`config.mk`:
```
export PLATFORM = sky130hd
export DESIGN_NAME = modbus_rtu_request_framer
export DESIGN_NICKNAME = d
export VERILOG_FILES = /design/src/mrf_pkg.sv /design/src/mrf_front.sv /design/src/mrf_queue.sv /design/src/mrf_back.sv /design/src/modbus_rtu_request_framer.sv
export SDC_FILE = /design/constraint.sdc
export NUM_CORES = 1
export LEC_CHECK = 0
export BUFFER_PORTS_ARGS = -buffer_cell sky130_fd_sc_hd__clkbuf_2
export CORE_ASPECT_RATIO = 0.6
export CORE_MARGIN = 10
export CORE_UTILIZATION = 45
export CTS_CLUSTER_SIZE = 14
export DETAILED_ROUTE_END_ITERATION = 6
export GPL_ROUTABILITY_DRIVEN = 0
export GPL_TIMING_DRIVEN = 0
export SETUP_SLACK_MARGIN = 0.15
export SYNTH_ARGS = -nofsm -noshare
export SYNTH_HDL_FRONTEND = slang
export SYNTH_SLANG_ARGS = --single-unit
```
`constraint.sdc`:
```
create_clock -name clk -period 4.7 [get_ports clk]
set_input_delay 0.705 -clock clk [delete_from_list [all_inputs] [get_ports clk]]
set_output_delay 0.705 -clock clk [all_outputs]
set_load 0.05 [all_outputs]
```
`src/mrf_pkg.sv`:
```
// Shared types, constants and the CRC-16 byte update for the Modbus RTU request framer.
`default_nettype none

package mrf_pkg;

    localparam logic [15:0] CrcInit = 16'hFFFF;
    localparam logic [15:0] CrcPoly = 16'hA001;
    localparam logic [7:0]  ByteMask = 8'hFF;

    localparam logic [15:0] MaxWriteRegs = 16'd123;
    localparam int unsigned WordsWidth = 7;

    localparam logic OpHeader = 1'b0;
    localparam logic OpValue  = 1'b1;

    localparam logic [7:0] FcReadHolding   = 8'd3;
    localparam logic [7:0] FcReadInput     = 8'd4;
    localparam logic [7:0] FcWriteSingle   = 8'd6;
    localparam logic [7:0] FcWriteMultiple = 8'd16;

    localparam logic [1:0] StOk          = 2'd0;
    localparam logic [1:0] StUnsupported = 2'd1;
    localparam logic [1:0] StBadCount    = 2'd2;
    localparam logic [1:0] StStrayValue  = 2'd3;

    localparam int unsigned QueueDepth = 2;
    localparam int unsigned QueuePtrWidth = $clog2(QueueDepth);
    localparam int unsigned QueueCntWidth = $clog2(QueueDepth + 1);

    typedef enum logic [1:0] {
        JOB_ERR = 2'd0,
        JOB_HDR = 2'd1,
        JOB_VAL = 2'd2
    } job_kind_t;

    typedef struct packed {
        logic        operation;
        logic [7:0]  dev_addr;
        logic [7:0]  fn_code;
        logic [15:0] first_reg;
        logic [15:0] count_or_value;
    } item_t;

    typedef struct packed {
        logic [7:0] frame_byte;
        logic       last_byte;
        logic       frame_end;
        logic [1:0] status;
    } result_t;

    // One unit of work for the byte sequencer.
    typedef struct packed {
        job_kind_t   kind;
        logic        close;   // append CRC after the data bytes
        logic [1:0]  status;
        logic [7:0]  dev_addr;
        logic [7:0]  fn_code;
        logic [15:0] first_reg;
        logic [15:0] count_or_value;
    } job_t;

    function automatic logic [15:0] crc_byte(input logic [15:0] crc_in, input logic [7:0] b);
        logic [15:0] c;
        c = crc_in ^ {8'h00, b};
        for (int k = 0; k < 8; k++)
        begin
            if (c[0])
                c = (c >> 1) ^ CrcPoly;
            else
                c = c >> 1;
        end
        return c;
    endfunction

endpackage

`default_nettype wire

```
`src/mrf_front.sv`:
```
// Front end: accepts request items, tracks the pending write-multiple frame, issues jobs.
`default_nettype none

module mrf_front (
    input  wire logic            clk,
    input  wire logic            rst_n,
    input  wire logic            push,
    input  wire mrf_pkg::item_t  item,
    output logic                 full,
    output logic                 job_valid,
    output mrf_pkg::job_t        job,
    input  wire logic            job_full
);

    logic [mrf_pkg::WordsWidth-1:0] words_left_reg, words_left_next;
    logic                           frame_open_reg, frame_open_next;
    logic                           accept;
    logic                           fc_ok;
    logic                           count_bad;

    assign full   = job_full;
    assign accept = push && !job_full;

    assign fc_ok = (item.fn_code == mrf_pkg::FcReadHolding)
                || (item.fn_code == mrf_pkg::FcReadInput)
                || (item.fn_code == mrf_pkg::FcWriteSingle)
                || (item.fn_code == mrf_pkg::FcWriteMultiple);
    assign count_bad = (item.count_or_value == 16'd0)
                    || (item.count_or_value > mrf_pkg::MaxWriteRegs);

    always_comb
    begin
        words_left_next = words_left_reg;
        frame_open_next = frame_open_reg;
        job.kind           = mrf_pkg::JOB_ERR;
        job.close          = 1'b0;
        job.status         = mrf_pkg::StOk;
        job.dev_addr       = item.dev_addr;
        job.fn_code        = item.fn_code;
        job.first_reg      = item.first_reg;
        job.count_or_value = item.count_or_value;

        if (item.operation == mrf_pkg::OpValue)
        begin
            if (!frame_open_reg || words_left_reg == '0)
            begin
                job.status = mrf_pkg::StStrayValue;
            end
            else
            begin
                job.kind        = mrf_pkg::JOB_VAL;
                words_left_next = words_left_reg - 1'b1;
                if (words_left_reg == mrf_pkg::WordsWidth'(1))
                begin
                    job.close       = 1'b1;
                    frame_open_next = 1'b0;
                end
            end
        end
        else
        begin
            // a header abandons whatever frame was pending
            words_left_next = '0;
            frame_open_next = 1'b0;
            priority if (!fc_ok)
            begin
                job.status = mrf_pkg::StUnsupported;
            end
            else if (item.fn_code == mrf_pkg::FcWriteMultiple && count_bad)
            begin
                job.status = mrf_pkg::StBadCount;
            end
            else if (item.fn_code == mrf_pkg::FcWriteMultiple)
            begin
                job.kind        = mrf_pkg::JOB_HDR;
                words_left_next = item.count_or_value[mrf_pkg::WordsWidth-1:0];
                frame_open_next = 1'b1;
            end
            else
            begin
                job.kind  = mrf_pkg::JOB_HDR;
                job.close = 1'b1;
            end
        end
    end

    assign job_valid = accept;

    always_ff @(posedge clk or negedge rst_n)
    begin
        if (!rst_n)
        begin
            words_left_reg <= '0;
            frame_open_reg <= 1'b0;
        end
        else if (accept)
        begin
            words_left_reg <= words_left_next;
            frame_open_reg <= frame_open_next;
        end
    end

endmodule

`default_nettype wire

```
`src/mrf_queue.sv`:
```
// Short job queue between the front end and the byte sequencer.
`default_nettype none

module mrf_queue (
    input  wire logic           clk,
    input  wire logic           rst_n,
    input  wire logic           wr_en,
    input  wire mrf_pkg::job_t  wr_data,
    output logic                full,
    input  wire logic           rd_en,
    output logic                rd_valid,
    output mrf_pkg::job_t       rd_data
);

    mrf_pkg::job_t                        mem_reg [mrf_pkg::QueueDepth];
    logic [mrf_pkg::QueuePtrWidth-1:0]    wr_ptr_reg, rd_ptr_reg;
    logic [mrf_pkg::QueueCntWidth-1:0]    count_reg, count_next;
    logic                                 do_wr, do_rd;

    assign full     = (count_reg == mrf_pkg::QueueCntWidth'(mrf_pkg::QueueDepth));
    assign rd_valid = (count_reg != '0);
    assign rd_data  = mem_reg[rd_ptr_reg];
    assign do_wr    = wr_en && !full;
    assign do_rd    = rd_en && rd_valid;

    always_comb
    begin
        count_next = count_reg;
        if (do_wr && !do_rd)
            count_next = count_reg + 1'b1;
        else if (do_rd && !do_wr)
            count_next = count_reg - 1'b1;
    end

    always_ff @(posedge clk)
    begin
        if (do_wr)
            mem_reg[wr_ptr_reg] <= wr_data;
    end

    always_ff @(posedge clk or negedge rst_n)
    begin
        if (!rst_n)
        begin
            wr_ptr_reg <= '0;
            rd_ptr_reg <= '0;
            count_reg  <= '0;
        end
        else
        begin
            if (do_wr)
                wr_ptr_reg <= wr_ptr_reg + 1'b1;
            if (do_rd)
                rd_ptr_reg <= rd_ptr_reg + 1'b1;
            count_reg <= count_next;
        end
    end

endmodule

`default_nettype wire

```
`src/mrf_back.sv`:
```
// Byte sequencer: walks each job byte by byte, runs the CRC, holds the result register.
`default_nettype none

module mrf_back (
    input  wire logic             clk,
    input  wire logic             rst_n,
    input  wire logic             job_valid,
    input  wire mrf_pkg::job_t    job,
    output logic                  job_take,
    output logic                  empty,
    input  wire logic             pop,
    output mrf_pkg::result_t      result
);

    logic [2:0]        idx_reg;
    logic [15:0]       crc_reg;
    logic [15:0]       crc_base;
    logic [15:0]       crc_step;
    logic              out_valid_reg;
    mrf_pkg::result_t  out_reg;
    mrf_pkg::result_t  cur;
    logic              is_data;
    logic              done;
    logic              fire;

    always_comb
    begin
        cur.frame_byte = '0;
        cur.last_byte  = 1'b0;
        cur.frame_end  = 1'b0;
        cur.status     = job.status;
        is_data        = 1'b0;
        done           = 1'b0;
        unique case (job.kind)
            mrf_pkg::JOB_ERR:
            begin
                cur.last_byte = 1'b1;
                done          = 1'b1;
            end
            mrf_pkg::JOB_HDR:
            begin
                is_data = 1'b1;
                unique case (idx_reg)
                    3'd0: cur.frame_byte = job.dev_addr;
                    3'd1: cur.frame_byte = job.fn_code;
                    3'd2: cur.frame_byte = job.first_reg[15:8];
                    3'd3: cur.frame_byte = job.first_reg[7:0];
                    3'd4: cur.frame_byte = job.count_or_value[15:8];
                    3'd5: cur.frame_byte = job.count_or_value[7:0];
                    3'd6:
                    begin
                        if (job.close)
                        begin
                            cur.frame_byte = crc_reg[7:0];
                            is_data        = 1'b0;
                        end
                        else
                        begin
                            // byte count of a write-multiple frame
                            cur.frame_byte = {job.count_or_value[6:0], 1'b0};
                            cur.last_byte  = 1'b1;
                            done           = 1'b1;
                        end
                    end
                    default:
                    begin
                        cur.frame_byte = crc_reg[15:8];
                        cur.last_byte  = 1'b1;
                        cur.frame_end  = 1'b1;
                        is_data        = 1'b0;
                        done           = 1'b1;
                    end
                endcase
            end
            mrf_pkg::JOB_VAL:
            begin
                unique case (idx_reg)
                    3'd0:
                    begin
                        cur.frame_byte = job.count_or_value[15:8];
                        is_data        = 1'b1;
                    end
                    3'd1:
                    begin
                        cur.frame_byte = job.count_or_value[7:0];
                        is_data        = 1'b1;
                        cur.last_byte  = !job.close;
                        done           = !job.close;
                    end
                    3'd2:
                        cur.frame_byte = crc_reg[7:0];
                    default:
                    begin
                        cur.frame_byte = crc_reg[15:8];
                        cur.last_byte  = 1'b1;
                        cur.frame_end  = 1'b1;
                        done           = 1'b1;
                    end
                endcase
            end
            default:
            begin
                cur.last_byte = 1'b1;
                done          = 1'b1;
            end
        endcase
    end

    // a header starts a fresh CRC
    assign crc_base = (job.kind == mrf_pkg::JOB_HDR && idx_reg == '0) ? mrf_pkg::CrcInit : crc_reg;
    assign crc_step = mrf_pkg::crc_byte(crc_base, cur.frame_byte & mrf_pkg::ByteMask);

    assign fire     = job_valid && (!out_valid_reg || pop);
    assign job_take = fire && done;
    assign empty    = !out_valid_reg;
    assign result   = out_reg;

    always_ff @(posedge clk)
    begin
        if (fire)
            out_reg <= cur;
    end

    always_ff @(posedge clk or negedge rst_n)
    begin
        if (!rst_n)
        begin
            idx_reg       <= '0;
            crc_reg       <= mrf_pkg::CrcInit;
            out_valid_reg <= 1'b0;
        end
        else
        begin
            if (fire)
            begin
                out_valid_reg <= 1'b1;
                idx_reg       <= done ? 3'd0 : idx_reg + 1'b1;
                if (is_data)
                    crc_reg <= crc_step;
                else if (cur.frame_end)
                    crc_reg <= mrf_pkg::CrcInit;
            end
            else if (pop)
            begin
                out_valid_reg <= 1'b0;
            end
        end
    end

endmodule

`default_nettype wire

```
`src/modbus_rtu_request_framer.sv`:
```
// Top level of the Modbus RTU request framer.
//
// Items go in through push/full and frame bytes come out through empty/pop, one result per
// byte or rejected item. The front end classifies each item in the cycle it is accepted and
// drops a job into a two-entry queue; the byte sequencer behind it emits one byte per cycle
// while its output is popped: a read or write-single header gives 8 bytes, a write-multiple
// header 7, a value item 2 (4 when it closes the frame with the CRC) and an error result 1.
// That byte rate sets the throughput; items are accepted back to back while the job queue
// has room; output backpressure stalls the sequencer and, once the queue is full, the input.
`default_nettype none

module modbus_rtu_request_framer (
    input  wire logic              clk,
    input  wire logic              rst_n,
    input  wire logic              push,
    output logic                   full,
    input  wire mrf_pkg::item_t    item,
    output logic                   empty,
    input  wire logic              pop,
    output mrf_pkg::result_t       result
);

    logic           fq_valid;
    mrf_pkg::job_t  fq_job;
    logic           fq_full;
    logic           qb_valid;
    mrf_pkg::job_t  qb_job;
    logic           qb_take;

    mrf_front u_front (
        .clk       (clk),
        .rst_n     (rst_n),
        .push      (push),
        .item      (item),
        .full      (full),
        .job_valid (fq_valid),
        .job       (fq_job),
        .job_full  (fq_full)
    );

    mrf_queue u_queue (
        .clk      (clk),
        .rst_n    (rst_n),
        .wr_en    (fq_valid),
        .wr_data  (fq_job),
        .full     (fq_full),
        .rd_en    (qb_take),
        .rd_valid (qb_valid),
        .rd_data  (qb_job)
    );

    mrf_back u_back (
        .clk       (clk),
        .rst_n     (rst_n),
        .job_valid (qb_valid),
        .job       (qb_job),
        .job_take  (qb_take),
        .empty     (empty),
        .pop       (pop),
        .result    (result)
    );

endmodule

`default_nettype wire

```
==> summary.txt <==
Global route
  – Congestion Overflow GR: 0
  – Largest net degree at the start of global routing: 37
  – Vias in the first global route: 5,021
  – Initial antenna violation count: 0
  – First-pass GRT wire length: 29,000 um
  – Gr usage total: 17.85%

CTS
  – Worst-path clk slew: 0.06 ns
  – H-tree depth: 4
  – CTS root buf: clkbuf_16
  – CTS tree: done
  – CTS sink count: 150
  – Hold_buf cts: 0
  – Clock Path Buffers: 2
  – CTS Buf Count: 17
  – Worst-Skew Late Latency: 0.42 ns

Pwr
  – Sw Ratio: 39.81%
  – Sequential share of power: 30.9%
  – Worst vdd ir: 366.5 uV
  – Switching pwr: 0.002781 W
  – Power share of the combinational group: 48.4%
  – Pwr dens: 828.0 nW/um^2
  – Clk network pwr share: 20.8%
  – LEAKAGE: 3.236 nW
  – Internal power: 0.004204 W

Run status
  – Status: complete, no violations

Setup path
  – Worst path slowest cell: or4_4
  – Critical path buffers and inverters: 5
  – Worst path depth: 14
  – Reg2reg end: u_back.crc_reg[14]
  – Crit Path Category: reg -> reg
  – CP max FO: 10
  – Critical Path Start: u_back.idx_reg[2]
  – Crit path DAT: 4.73 ns
  – Register-to-register path setup slack: 0.32 ns
  – Critical path's largest stage delay: 0.60 ns
  – Critical-path cell list: clkbuf_4 -> clkbuf_2 -> clkbuf_4 -> inv_1 -> ha_1 -> clkbuf_2 -> or4_4 -> and2_1 -> and4_4 -> a2111oi_4 -> xor2_1 -> xnor3_2 -> xor2_1 -> a21oi_1
  – FF-to-FF Start: u_back.idx_reg[2]
  – R2R depth: 14
  – Worst EP required: 5.04 ns
  – Worst Setup Start Kind: flip-flop
  – Critical Path Sink Type: flip-flop
  – Crit path capture: u_back.crc_reg[14]
  – Crit-path leading delay family: buffers and inverters

STA
  – Worst-margin pin slew: 0.8468 ns
  – Setup violations, final: 0
  – RSZ-0062 raised after global routing: no
  – Final worst-path cycle share: 93.30%
  – Worst slew margin: 43.55%
  – Tmin final: 4.385 ns
  – Hold slack final: 0.3806 ns
  – Final Hold Vio Count: 0
  – Final count of pins violating max slew: 0
  – Min setup slack post-route: 0.3151 ns
  – Clock skew: 0.009614 ns
  – Achievable Freq: 0.2281 GHz

Detailed routing
  – # DRC: 0
  – WL/cell: 21.79 um
  – Post-DRT Antenna Nets: 0
  – Routed via count: 5,032
  – Initial DRC count: 509
  – Vias per cell: 5.872
  – Drt first pass iters: 5
  – Routed wire length: 18,670 um

Run
  – Max-cap violation count: 0

Floorplanning
  – Die Y: 117.3 um
  – Die area: 21,350 um^2
  – Starting density of the core: 46.02%
  – # IOs: 67
  – Core box area: 15,410 um^2
  – Die Wd: 182.1 um
  – FP Rows: 35

Synthesis
  – Synth top area share: 49.95%
  – Synth Cell Area: 7094 um^2
  – Async S/R FF share, synth: 21.33%
  – Top cells by area, synth: edfxtp_1 (50%), dfstp_2 (5.9%), dfrtp_1 (5.6%)
  – Part of the Yosys area used for sequential elements: 61.52%
  – Mean Syn Cell Area: 12.81 um^2
  – #FFs+latches synth: 150
  – Library cells used by synthesis: 61
  – Syn Nets: 617
  – Ys flop type: edfxtp_1
  – EDFF count, synth: 118
  – Synth Instances: 554
  – Cell taking the most area after synthesis: edfxtp_1
  – Yosys warning count: 0

Cells and area
  – Max reg flops: 106
  – Layout net count: 704
  – Reg area: 4364 um^2
  – Ant diodes: 0
  – Fraction of layout instances using a drive strength above 1: 24.62%
  – Layout area overhead: 18.91%
  – Layout Utilization: 54.72%
  – Fin area: 8436 um^2
  – Footprint of the multi-input gates: 2594 um^2
  – Final std cells w/o fill: 857
  – # fillers: 1,306

Placement
  – Dpl cells: 825
  – Post-DP HPWL: 13,910 um
  – IO buf count: 66
  – Placed Area: 7727 um^2
  – Place WS: -0.7223 ns

Min path
  – Hold WC Path Type: in -> async
==> cells in the mapped netlist (all sizes together), types with 2 or more instances <==
cell / number
and3: 3
xnor3: 3
a2bb2oi: 3
a211oi: 3
a221oi: 6
a21o: 4
nand2: 33
mux2i: 30
xnor2: 21
nand3: 12
or4: 2
nor2: 39
o32ai: 2
nor3: 13
nor2b: 7
mux4: 4
and2: 5
o22a: 7
nor4: 6
clkbuf: 14
o31ai: 2
ha: 10
inv: 25
dfstp: 16
mux2: 11
o22ai: 13
o2bb2ai: 2
buf: 10
o21a: 4
edfxtp: 118
xor2: 9
nand2b: 6
or2: 2
or3: 6
o21ai: 18
a22oi: 12
a22o: 2
a311oi: 3
dfrtp: 16
and3b: 2
a21oi: 33
a31oi: 4
==> routing by layer <==
layer	track usage (%)	vias up	wire, um
met5	0	-	0
met4	4.587	0	221
met3	5.895	23	1741
met2	24.67	230	7658
met1	26.04	2511	9052
li1	-	2268	-
==> cell usage in the layout (no fill, tap or decap), types with 4 or more instances in the layout <==
| cell type | n |
|---|---|
| a21o_1 | 4 |
| a21oi_1 | 32 |
| a221oi_1 | 6 |
| a22oi_1 | 12 |
| a31oi_1 | 4 |
| and2_1 | 5 |
| bufinv_16 | 4 |
| clkbuf_1 | 9 |
| clkbuf_16 | 17 |
| clkbuf_2 | 71 |
| clkinv_4 | 5 |
| dfrtp_1 | 16 |
| dfstp_2 | 16 |
| edfxtp_1 | 118 |
| ha_1 | 10 |
| inv_1 | 24 |
| mux2_2 | 10 |
| mux2i_1 | 28 |
| mux4_2 | 4 |
| nand2_1 | 33 |
| nand2b_1 | 6 |
| nand3_1 | 12 |
| nor2_1 | 38 |
| nor2b_1 | 7 |
| nor3_1 | 13 |
| nor4_1 | 5 |
| o21a_1 | 4 |
| o21ai_0 | 18 |
| o22a_1 | 7 |
| o22ai_1 | 13 |
| or3_1 | 6 |
| xnor2_1 | 21 |
| xor2_1 | 9 |
==> worst min path at each step <==
| stage | from | end | slack [ns] | depth (start not counted) |
|---|---|---|---|---|
| CTS | rst_n | u_front.words_left_reg[4] | 0.40 | 1 |
| detailed placement | u_back.out_valid_reg | u_back.out_valid_reg | 0.50 | 2 |
| floorplan | rst_n | u_back.idx_reg[0] | 0.41 | 0 |
| global placement | u_queue.wr_ptr_reg | u_queue.wr_ptr_reg | 0.48 | 1 |
| global route | rst_n | u_front.words_left_reg[5] | 0.43 | 1 |
| finish | rst_n | u_front.words_left_reg[5] | 0.38 | 1 |
==> power by group through the flow <==
stage	Clock [W]	Sequential (W)	Combinational (W)
floorplan	0	0.00228	0.00227
global placement	0	0.00218	0.00314
detailed placement	0	0.00217	0.00322
CTS	0.00148	0.00215	0.00330
global route	0.00154	0.00219	0.00366
finish	0.00145	0.00215	0.00338
==> metrics by stage <==
step	power [W]	TNS (ns)
floorplan	0.004555	0
global placement	0.005324	-7.285
detailed placement	0.005396	-3.304
CTS	0.006930	0
global route	0.007388	0
finish	0.006985	0
==> worst reg2reg max path, cell delays in order, from the launching register on <==
cell       delay [ns]
dfrtp_1          0.48
clkbuf_4         0.27
clkbuf_2         0.27
clkbuf_4         0.28
inv_1            0.09
ha_1             0.19
clkbuf_2         0.24
or4_4            0.61
and2_1           0.24
and4_4           0.20
a2111oi_4        0.33
xor2_1           0.25
xnor3_2          0.52
xor2_1           0.18
a21oi_1          0.16
==> timing repair <==
item,CTS,global route
pin swaps,1,1
setup endpoints to repair,12,3
hold endpoints to repair,0,0
gates resized for setup,11,14
setup buffers,1,0
==> area by class of cell <==
| type | instances | share of cell area, % |
|---|---|---|
| plain buffers | 23 | 1.454 |
| clock buffers | 19 | 5.132 |
| clock inverters | 13 | 2.329 |
| flip-flops and latches | 150 | 51.74 |
| repair buffers | 69 | 4.479 |
| multi-input cells | 355 | 30.75 |
| inverters | 25 | 1.112 |
| well taps | 203 | 3.011 |
==> kinds of logic after synthesis <==
| group | Yosys count | synth area share, % |
|---|---|---|
| XOR/XNOR | 33 | 4.674 |
| multiplexers | 45 | 7.302 |
| buffers and inverters | 49 | 2.822 |
| flip-flops | 150 | 61.52 |
| AND/OR/NAND/NOR | 139 | 9.471 |
| AO/OA/AOI/OAI | 128 | 12.45 |
| adder cells (fa/ha/maj) | 10 | 1.764 |
No activity file was read; power rests on OpenSTA's default activity.
